<file path="src/hdl/pidbc_pkg.sv">
package pidbc_pkg;

  localparam int unsigned STEP_W = 4;
  localparam int unsigned ACC_W  = 52;
  localparam int unsigned INT_W  = 48;
  localparam int unsigned CFG_INDEX_W = 3;

  localparam logic [CFG_INDEX_W-1:0] REG_KP         = 3'd0;
  localparam logic [CFG_INDEX_W-1:0] REG_KI_TC      = 3'd1;
  localparam logic [CFG_INDEX_W-1:0] REG_KD_DIV_TC  = 3'd2;
  localparam logic [CFG_INDEX_W-1:0] REG_KB         = 3'd3;
  localparam logic [CFG_INDEX_W-1:0] REG_OUT_MAX    = 3'd4;
  localparam logic [CFG_INDEX_W-1:0] REG_OUT_MIN    = 3'd5;
  localparam logic [CFG_INDEX_W-1:0] REG_OUT_OFFSET = 3'd6;

  typedef enum logic [3:0] {
    ALU_NOP,
    ALU_ERR,
    ALU_NEWI,
    ALU_ACC_P,
    ALU_DIFF,
    ALU_ADD_I,
    ALU_ADD_PROD,
    ALU_CLAMP,
    ALU_GAP,
    ALU_BGAP,
    ALU_INTEG,
    ALU_PREV,
    ALU_EMIT
  } alu_op_t;

  typedef enum logic [2:0] {
    MUL_NONE,
    MUL_KI_PREV,
    MUL_KP_ERR,
    MUL_KD_TMP,
    MUL_KB_TMP,
    MUL_TMP_KI
  } mul_sel_t;

  typedef enum logic [1:0] {
    SEQ_NEXT,
    SEQ_WAIT_IN,
    SEQ_WAIT_OUT
  } seq_cond_t;

  typedef struct packed {
    alu_op_t           alu;
    mul_sel_t          mul;
    seq_cond_t         cond;
    logic [STEP_W-1:0] target;
  } ctrl_t;

  localparam logic [STEP_W-1:0] STEP_IDLE = 4'd0;

  // Control store: one word per step of the program.
  function automatic ctrl_t ucode(input logic [STEP_W-1:0] step);
    ctrl_t c;
    c = '{alu: ALU_NOP, mul: MUL_NONE, cond: SEQ_NEXT, target: STEP_IDLE};
    unique case (step)
      4'd0:  c.cond = SEQ_WAIT_IN;
      4'd1:  begin c.alu = ALU_ERR; c.mul = MUL_KI_PREV; end
      4'd2:  begin c.alu = ALU_NEWI; c.mul = MUL_KP_ERR; end
      4'd3:  c.alu = ALU_ACC_P;
      4'd4:  c.alu = ALU_DIFF;
      4'd5:  begin c.alu = ALU_ADD_I; c.mul = MUL_KD_TMP; end
      4'd6:  c.alu = ALU_ADD_PROD;
      4'd7:  c.alu = ALU_CLAMP;
      4'd8:  c.alu = ALU_GAP;
      4'd9:  c.mul = MUL_KB_TMP;
      4'd10: c.alu = ALU_BGAP;
      4'd11: c.mul = MUL_TMP_KI;
      4'd12: c.alu = ALU_INTEG;
      4'd13: c.alu = ALU_PREV;
      4'd14: begin c.alu = ALU_EMIT; c.cond = SEQ_WAIT_OUT; c.target = STEP_IDLE; end
      default: begin c.cond = SEQ_WAIT_OUT; c.target = STEP_IDLE; end
    endcase
    return c;
  endfunction

  function automatic logic signed [31:0] sat32(input logic signed [ACC_W-1:0] x);
    logic signed [31:0] r;
    if (x > $signed({{(ACC_W-31){1'b0}}, {31{1'b1}}})) begin
      r = 32'sh7fffffff;
    end else if (x < $signed({{(ACC_W-31){1'b1}}, {31{1'b0}}})) begin
      r = 32'sh80000000;
    end else begin
      r = x[31:0];
    end
    return r;
  endfunction

  function automatic logic signed [INT_W-1:0] sat48(input logic signed [ACC_W-1:0] x);
    logic signed [INT_W-1:0] r;
    if (x > $signed({{(ACC_W-INT_W+1){1'b0}}, {(INT_W-1){1'b1}}})) begin
      r = {1'b0, {(INT_W-1){1'b1}}};
    end else if (x < $signed({{(ACC_W-INT_W+1){1'b1}}, {(INT_W-1){1'b0}}})) begin
      r = {1'b1, {(INT_W-1){1'b0}}};
    end else begin
      r = x[INT_W-1:0];
    end
    return r;
  endfunction

endpackage

</file>
<file path="src/hdl/pid_back_calc_antiwindup_unit.sv">
// Discrete PID controller step in Q16.16 with back-calculation anti-windup.
// Each input transfer (measured, reference, clear) yields exactly one output
// transfer (drive, limited). A small microcoded sequencer steps one shared
// 32 x 32 multiplier and one adder/saturator through the calculation: an item
// passes through one accept step and fourteen program steps, a number set by
// the five multiplications that share the multiplier. The result sits in an
// output register, so the next item is accepted while it waits; the final step
// waits only if the previous result has not yet been taken. The user must write
// registers through the configuration channel while the block is idle; the
// block does not enforce this. An index beyond the register list is ignored.
module pid_back_calc_antiwindup_unit (
  input  logic                                   clk,
  input  logic                                   rst,
  input  logic                                   cfg_valid,
  output logic                                   cfg_ready,
  input  logic [pidbc_pkg::CFG_INDEX_W-1:0]      cfg_index,
  input  logic [31:0]                            cfg_data,
  input  logic                                   in_valid,
  output logic                                   in_ready,
  input  logic signed [31:0]                     measured,
  input  logic signed [31:0]                     reference,
  input  logic                                   clear,
  output logic                                   out_valid,
  input  logic                                   out_ready,
  output logic signed [31:0]                     drive,
  output logic                                   limited
);

  logic signed [31:0] kp, ki_tc, kd_div_tc, kb, out_max, out_min, out_offset;

  logic [pidbc_pkg::STEP_W-1:0]             step, step_next;
  pidbc_pkg::ctrl_t                         ctrl;

  logic signed [31:0]                       y_in, r_in;
  logic signed [31:0]                       err, prev_error, tmp, satu;
  logic                                     lim;
  logic signed [pidbc_pkg::INT_W-1:0]       integrator, newi;
  logic signed [pidbc_pkg::ACC_W-1:0]       acc;
  logic signed [63:0]                       prod;
  logic signed [31:0]                       mul_a, mul_b;
  logic signed [pidbc_pkg::ACC_W-1:0]       prod_q;

  logic in_accept, out_free;

  assign cfg_ready = 1'b1;
  assign in_ready  = (step == pidbc_pkg::STEP_IDLE);
  assign in_accept = in_valid && in_ready;
  assign out_free  = !out_valid || out_ready;
  assign ctrl      = pidbc_pkg::ucode(step);

  // The product shifted right by 16 is a floor; bits above 47 are sign only.
  assign prod_q = {{(pidbc_pkg::ACC_W-48){prod[63]}}, prod[63:16]};

  always_ff @(posedge clk) begin
    if (rst) begin
      kp         <= '0;
      ki_tc      <= '0;
      kd_div_tc  <= '0;
      kb         <= '0;
      out_max    <= 32'sh7fffffff;
      out_min    <= 32'sh80000000;
      out_offset <= '0;
    end else if (cfg_valid && cfg_ready) begin
      case (cfg_index)
        pidbc_pkg::REG_KP:         kp         <= cfg_data;
        pidbc_pkg::REG_KI_TC:      ki_tc      <= cfg_data;
        pidbc_pkg::REG_KD_DIV_TC:  kd_div_tc  <= cfg_data;
        pidbc_pkg::REG_KB:         kb         <= cfg_data;
        pidbc_pkg::REG_OUT_MAX:    out_max    <= cfg_data;
        pidbc_pkg::REG_OUT_MIN:    out_min    <= cfg_data;
        pidbc_pkg::REG_OUT_OFFSET: out_offset <= cfg_data;
        default: ;
      endcase
    end
  end

  always_comb begin
    step_next = step + 1'b1;
    unique case (ctrl.cond)
      pidbc_pkg::SEQ_NEXT:     step_next = step + 1'b1;
      pidbc_pkg::SEQ_WAIT_IN:  step_next = in_accept ? step + 1'b1 : step;
      pidbc_pkg::SEQ_WAIT_OUT: step_next = out_free ? ctrl.target : step;
      default:                 step_next = pidbc_pkg::STEP_IDLE;
    endcase
  end

  always_ff @(posedge clk) begin
    if (rst) begin
      step <= pidbc_pkg::STEP_IDLE;
    end else begin
      step <= step_next;
    end
  end

  always_comb begin
    mul_a = '0;
    mul_b = '0;
    case (ctrl.mul)
      pidbc_pkg::MUL_KI_PREV: begin mul_a = ki_tc;     mul_b = prev_error; end
      pidbc_pkg::MUL_KP_ERR:  begin mul_a = kp;        mul_b = err;        end
      pidbc_pkg::MUL_KD_TMP:  begin mul_a = kd_div_tc; mul_b = tmp;        end
      pidbc_pkg::MUL_KB_TMP:  begin mul_a = kb;        mul_b = tmp;        end
      pidbc_pkg::MUL_TMP_KI:  begin mul_a = tmp;       mul_b = ki_tc;      end
      default: ;
    endcase
  end

  always_ff @(posedge clk) begin
    if (ctrl.mul != pidbc_pkg::MUL_NONE) begin
      prod <= mul_a * mul_b;
    end
  end

  always_ff @(posedge clk) begin
    if (rst) begin
      integrator <= '0;
      prev_error <= '0;
    end else if (in_accept) begin
      if (clear) begin
        integrator <= '0;
        prev_error <= '0;
      end
    end else begin
      case (ctrl.alu)
        pidbc_pkg::ALU_INTEG:
          integrator <= pidbc_pkg::sat48(
            {{(pidbc_pkg::ACC_W-pidbc_pkg::INT_W){newi[pidbc_pkg::INT_W-1]}}, newi} + prod_q);
        pidbc_pkg::ALU_PREV:
          prev_error <= err;
        default: ;
      endcase
    end
  end

  always_ff @(posedge clk) begin
    if (in_accept) begin
      y_in <= measured;
      r_in <= reference;
    end
    case (ctrl.alu)
      pidbc_pkg::ALU_ERR:
        err <= pidbc_pkg::sat32(
          {{(pidbc_pkg::ACC_W-32){r_in[31]}}, r_in} - {{(pidbc_pkg::ACC_W-32){y_in[31]}}, y_in});
      pidbc_pkg::ALU_NEWI:
        newi <= pidbc_pkg::sat48(
          {{(pidbc_pkg::ACC_W-pidbc_pkg::INT_W){integrator[pidbc_pkg::INT_W-1]}}, integrator}
          + prod_q);
      pidbc_pkg::ALU_ACC_P:
        acc <= prod_q + {{(pidbc_pkg::ACC_W-32){out_offset[31]}}, out_offset};
      pidbc_pkg::ALU_DIFF:
        tmp <= pidbc_pkg::sat32(
          {{(pidbc_pkg::ACC_W-32){err[31]}}, err}
          - {{(pidbc_pkg::ACC_W-32){prev_error[31]}}, prev_error});
      pidbc_pkg::ALU_ADD_I:
        acc <= acc + {{(pidbc_pkg::ACC_W-pidbc_pkg::INT_W){newi[pidbc_pkg::INT_W-1]}}, newi};
      pidbc_pkg::ALU_ADD_PROD:
        acc <= acc + prod_q;
      pidbc_pkg::ALU_CLAMP: begin
        // The upper limit is tested first, which settles crossed limits.
        if (acc > $signed({{(pidbc_pkg::ACC_W-32){out_max[31]}}, out_max})) begin
          satu <= out_max;
          lim  <= 1'b1;
        end else if (acc < $signed({{(pidbc_pkg::ACC_W-32){out_min[31]}}, out_min})) begin
          satu <= out_min;
          lim  <= 1'b1;
        end else begin
          satu <= acc[31:0];
          lim  <= 1'b0;
        end
      end
      pidbc_pkg::ALU_GAP:
        tmp <= pidbc_pkg::sat32({{(pidbc_pkg::ACC_W-32){satu[31]}}, satu} - acc);
      pidbc_pkg::ALU_BGAP:
        tmp <= pidbc_pkg::sat32(prod_q);
      default: ;
    endcase
  end

  always_ff @(posedge clk) begin
    if (rst) begin
      out_valid <= 1'b0;
    end else if (ctrl.alu == pidbc_pkg::ALU_EMIT && out_free) begin
      out_valid <= 1'b1;
    end else if (out_ready) begin
      out_valid <= 1'b0;
    end
  end

  always_ff @(posedge clk) begin
    if (ctrl.alu == pidbc_pkg::ALU_EMIT && out_free) begin
      drive   <= satu;
      limited <= lim;
    end
  end

endmodule
</file>
<file path="config.mk">
export PLATFORM = sky130hd
export DESIGN_NAME = pid_back_calc_antiwindup_unit
export DESIGN_NICKNAME = d
export VERILOG_FILES = /design/src/hdl/pidbc_pkg.sv /design/src/hdl/pid_back_calc_antiwindup_unit.sv
export SDC_FILE = /design/constraint.sdc
export NUM_CORES = 2
export LEC_CHECK = 0
export ABC_AREA = 0
export BUFFER_PORTS_ARGS = -buffer_cell sky130_fd_sc_hd__buf_2
export CAP_MARGIN = 20
export CELL_PAD_IN_SITES_DETAIL_PLACEMENT = 0
export CELL_PAD_IN_SITES_GLOBAL_PLACEMENT = 2
export CORE_ASPECT_RATIO = 1.25
export CORE_UTILIZATION = 30
export CTS_BUF_LIST = sky130_fd_sc_hd__clkbuf_4 sky130_fd_sc_hd__clkbuf_8 sky130_fd_sc_hd__clkbuf_16
export DETAILED_ROUTE_END_ITERATION = 6
export PLACE_DENSITY = 0.67
export RECOVER_POWER = 50
export SYNTH_ARGS = -nofsm -noshare
export SYNTH_HDL_FRONTEND = slang
export SYNTH_SLANG_ARGS = --single-unit
</file>
<file path="constraint.sdc">
create_clock -name clk -period 19.9 [get_ports clk]
set_clock_uncertainty 0.2 [all_clocks]
set_input_delay 0.995 -clock clk [delete_from_list [all_inputs] [get_ports clk]]
set_output_delay 0.995 -clock clk [all_outputs]
set_load 0.05 [all_outputs]
</file>
# After elaboration in Yosys (flattened, before gate mapping)
# Cells that the tools add are included.
# op_classes
n_addsub	9
n_mul	1
magnitude_cmp	14
n_eq_ne	42
mux	31
reduce_logical	25
# ops
op	n
32-bit two-way mux	12
48-bit two-way mux	6
32-bit one-hot mux with 5 select lines	1
52-bit one-hot mux with 3 select lines	1
32-bit one-hot mux with 4 select lines	1
48-bit by 48-bit adder with 49-bit output	2
49-bit by 48-bit > comparator with 1-bit output (second input constant)	2
49-bit by 48-bit < comparator with 1-bit output (second input constant)	2
32-bit one-hot mux with 3 select lines	1
33-bit by 32-bit > comparator with 1-bit output (second input constant)	2
33-bit by 32-bit < comparator with 1-bit output (second input constant)	2
32-bit by 32-bit subtractor with 33-bit output	2
32-bit by 32-bit multiplier with 64-bit output	1
52-bit by 48-bit adder with 52-bit output	1
52-bit adder	1
52-bit by 32-bit > comparator with 1-bit output	1
52-bit by 32-bit > comparator with 1-bit output (second input constant)	1
52-bit by 32-bit < comparator with 1-bit output	1
52-bit by 32-bit < comparator with 1-bit output (second input constant)	1
52-bit subtractor	1
48-bit by 32-bit adder with 49-bit output	1
4-bit == test (second input constant)	12
48-bit by 32-bit > comparator with 1-bit output (second input constant)	1
48-bit by 32-bit < comparator with 1-bit output (second input constant)	1
other kinds (27)	65
# word_totals
reg_bits	667
inputBits	105
out_inout_bits	36
elab_cells	144

# Depth between registers and ports, before layout
# logic_depth
depth_word	6
mapped_depth	40
ltp_nobuf	35

# Worst setup path before layout
# OpenSTA, ideal clock, no wires.
# synth_timing
kind	register to register
from	register step[0] in the netlist's numbering
to	register prod[63], data pin
setup_time_ns	0.260
arrival_ns	9.795
t_required_ns	19.440
slack_ns	9.645
stages_incl_launch_ff	37
path_buffers	5
synth_period_minus_slack_ns	10.255
path_cell_list	dfxtp_1 inv_1 ha_1 nor2b_1 and2_1 clkbuf_1 clkbuf_1 clkbuf_1 clkbuf_1 nand2_1 nand4_1 clkbuf_1 nand2_1 fa_1 fa_1 inv_1 fa_1 inv_1 fa_1 fa_1 inv_1 fa_1 inv_1 fa_1 inv_1 fa_1 ha_1 nand2_1 nand2b_1 a21o_1 a21o_1 a21o_1 a21o_1 a221o_1 a21oi_1 o21bai_1 xnor2_1
# synth_between
elab_chain_cells	6
elab_cells_between_ends	15
classes_between	1 x mul; 10 x eq/ne; 3 x mux; 1 x reduce/logical
# synth_rtl
element	line_no	source
start, declared	pid_back_calc_antiwindup_unit.sv:31	logic [pidbc_pkg::STEP_W-1:0] step, step_next;
start signal, assigned	pid_back_calc_antiwindup_unit.sv:89	step <= pidbc_pkg::STEP_IDLE;
start signal, assigned	pid_back_calc_antiwindup_unit.sv:91	step <= step_next;
4-bit == test, or another cell as far along	pidbc_pkg.sv:60	unique case (step)
3-bit one-hot mux with 5 select lines *	pidbc_pkg.sv:60	
3-bit == test or 3-bit by 2-bit == test with 1-bit output (tied branches)	pid_back_calc_antiwindup_unit.sv:98	case (ctrl.mul)
2-bit OR reduction (no line)	n/a	
32-bit one-hot mux with 4 select lines	pid_back_calc_antiwindup_unit.sv:98	
32-bit by 32-bit multiplier with 64-bit output *	pid_back_calc_antiwindup_unit.sv:110	prod <= mul_a * mul_b;
end signal, assigned	pid_back_calc_antiwindup_unit.sv:110	
end, declared	pid_back_calc_antiwindup_unit.sv:39	logic signed [63:0] prod;
# Mark *: on every way between the ends. The rest lies on a longest branch, timed or not.
# A chain may end at the register's enable or synchronous reset.

# Final worst setup path
# Ends and elaborated chain as after synthesis.

==> results.yml <==
status:
  status: "finished, violations left"
  violations: "capacitance limit, slew limit"
global_route:
  grt_pass1_wl_microns: 500000
  grt_usage_pct: 24.5
  first_global_vias: 72100
  grt_max_degree: 89
  antenna_found_initial: 16
  grt_overflow_total: 0
synthesis:
  synth-seq-area-share_pct: 19.9
  syn_avg_cell_area_sq_um: 8.61
  muxShareOfSynthArea_pct: 0.942
  ys_types: 99
  synth_compound_area_share_pct: 14.9
  ys.warnings.count: 0
  yosys.area_share.simple_pct: 15.8
  syn_inst: 9609
  synth_xor_area_share_pct: 3.75
  synth_nets: 11500
  async_reset_ff_share_pct: 0
  synth_top_family_by_area: "adder cells"
  synth.ff_latch_count: 651
  synth_area_sq_mm: 0.0828
  synth_edf_count: 342
  synth_top_flop_cell: "edfxtp_1"
  synth_fa_ha_area_share_pct: 36.3
sta:
  holdWs_ps: 220
  finalCritPeriodShare_pct: 59.5
  slew_violations: 550
  fin_tns_setup_ps: 0
  worst_slew_pin_slew_ps: 4860
  rsz0062_at_grt: "no"
  max-slew-margin-rel_pct: -224
  fin_crit_ps: 11830
  fmax_mhz: 84.5
  setup_viol: 0
  hold_viol_final: 0
placed_design:
  gp_congestion: 0.899
  hpwl_microns: 271000
  portBuffers: 139
worst_setup_path:
  crit_buf_inv: 8
  cp-startpoint: "step[0]$_SDFFE_PP0P_"
  critical_path.max_stage_delay_ps: 1030
  required_ps: 20150
  crit_top_cell: "fa_1"
  worstSetupStartpointType: "register"
  path_class: "register to register"
  path_delay_family: "adder cells"
  end_kind: "register"
  worst_path_max_delay_cell: "fa_1"
  rr_startpoint: "step[0]$_SDFFE_PP0P_"
  cp_max_fo: 47
  worstPathArrival_ps: 12080
run:
  cap_violations: 9
clock_tree:
  clk_latency_ps: 710
  holdBufCountCts: 0
  tritoncts: "yes"
  cts_max_path_buffers: 3
  clock-sinks: 651
  htreeDepth: 3
  cts_setup_buffers: 0
  path_clk_slew_ps: 80
  cts_root_buffer: "clkbuf_16"
  cts.repair.resized: 0
  cts_made_buffers: 76
final_layout:
  mostFrequentLayoutCells: "nand2_1 (1,420), inv_1 (1,406), fa_1 (1,089)"
  nNetsFinal: 11400
  nFillCells: 29000
  layout_commonest_cell: "nand2_1"
  drive_above_1_share_pct: 5.14
  syn_to_final_growth_pct: 9.21
floorplan:
  die_y_microns: 589
  start_util_pct: 30.2
  die_w_microns: 472
  pin_count: 141
  core_sq_mm: 0.274
  rows: 215
  dieArea_sq_mm: 0.278
drt:
  finalWirelength_microns: 341000
  ant_nets: 0
  wire_per_inst_microns: 25.9
  drt_iter0_markers: 4844
  drc: 0
  vias_per_cell: 5.24
  drt-pass1-iter-count: 6
  vias: 69200
power:
  powerDensity_mw_per_mm2: 89.1
  p_leak_nw: 40.3
  vdd_drop_max_uv: 68.5
worst_hold_path:
  hold_class: "register to register"
  min_from: "lim$_SDFFCE_PP1N_"
==> cells by family (layout without fill, tap and decap cells) <==
logic type,after synthesis,in the layout
adders and majority gates,1750,1750
DFF,651,651
buffers and inverters,1853,1864
AOI/OAI and AO/OA,1938,1938
other,1,5
and+or+nand+nor,2985,2985
xor gates and xnor gates,354,354
muxes,77,77
==> per-stage QoR <==
stage                     util [%]  setup WS, ps  std cells  cell area [sq um]  power, mW
final                         32.9          8070      13200              90400       8.06
after global routing          32.9          7510      13200              90400       8.51
after detailed placement      32.0          8110      13100              87900       6.49
after CTS                     33.0          8040      13200              90500       8.08
after floorplan                  -          9640       9609              82800       4.84
after global placement        32.0          8190      13100              87800       6.48
==> where the power goes <==
part	leakage (nW)	internal (mW)	total, mW	switching, mW
clock network	1.32	0.871	1.55	0.683
registers	5.65	1.75	2.19	0.438
logic	33.3	1.51	4.31	2.80
==> layout make-up <==
type	instances	area [sq um]	share of cell area (%)
Antenna cell	4	10.0	0.0111
Tap cell	3580	4480	4.95
Clock buffer	97	2160	2.38
Inverter	1407	5280	5.84
Clock inverter	45	507	0.561
Timing Repair Buffer	315	1940	2.14
Sequential cell	651	16500	18.2
Multi-Input combinational cell	7105	59600	65.9
==> routing by layer <==
layer	vias to the layer above	track usage, %	wire [microns]
met2	1784	44.3	175000
met4	0	10.6	17200
met5	-	0	0
met3	496	1.80	12600
li1	31700	-	-
met1	35300	29.5	137000
==> cell usage after synthesis, drive strengths merged, types with 73 or more instances <==
cell    number  share of area, %
a21oi      744               4.5
nor2       803               3.7
inv       1406               6.4
fa        1089                26
ha         649               9.8
a21o       255               2.3
xnor2      211               2.2
mux2i       73              0.89
nand4      141               1.1
xor2       143               1.5
clkbuf     384               1.7
a31oi       87              0.67
nand2     1424               6.5
nand3      171               1.0
o21ai      289               1.8
edfxtp     342                12
dfxtp      309               7.5
==> state kept, by name (all words and copies together) (netlist names), 48 cells and up <==
register	cells
acc	52
integrator	48
newi	48
prod	48
==> worst paths after layout <==
| kind | to | slack, ps | cells past startpoint |
|---|---|---|---|
| worst max-delay path | prod[63]$_DFFE_PP_ | 8070 | 33 |
| worst min-delay path | limited$_DFFE_PP_ | 220 | 0 |
| worst max register to register | prod[63]$_DFFE_PP_ | 8070 | 33 |
| worst min register to register | limited$_DFFE_PP_ | 220 | 0 |
(Power assumes the default switching activity.)
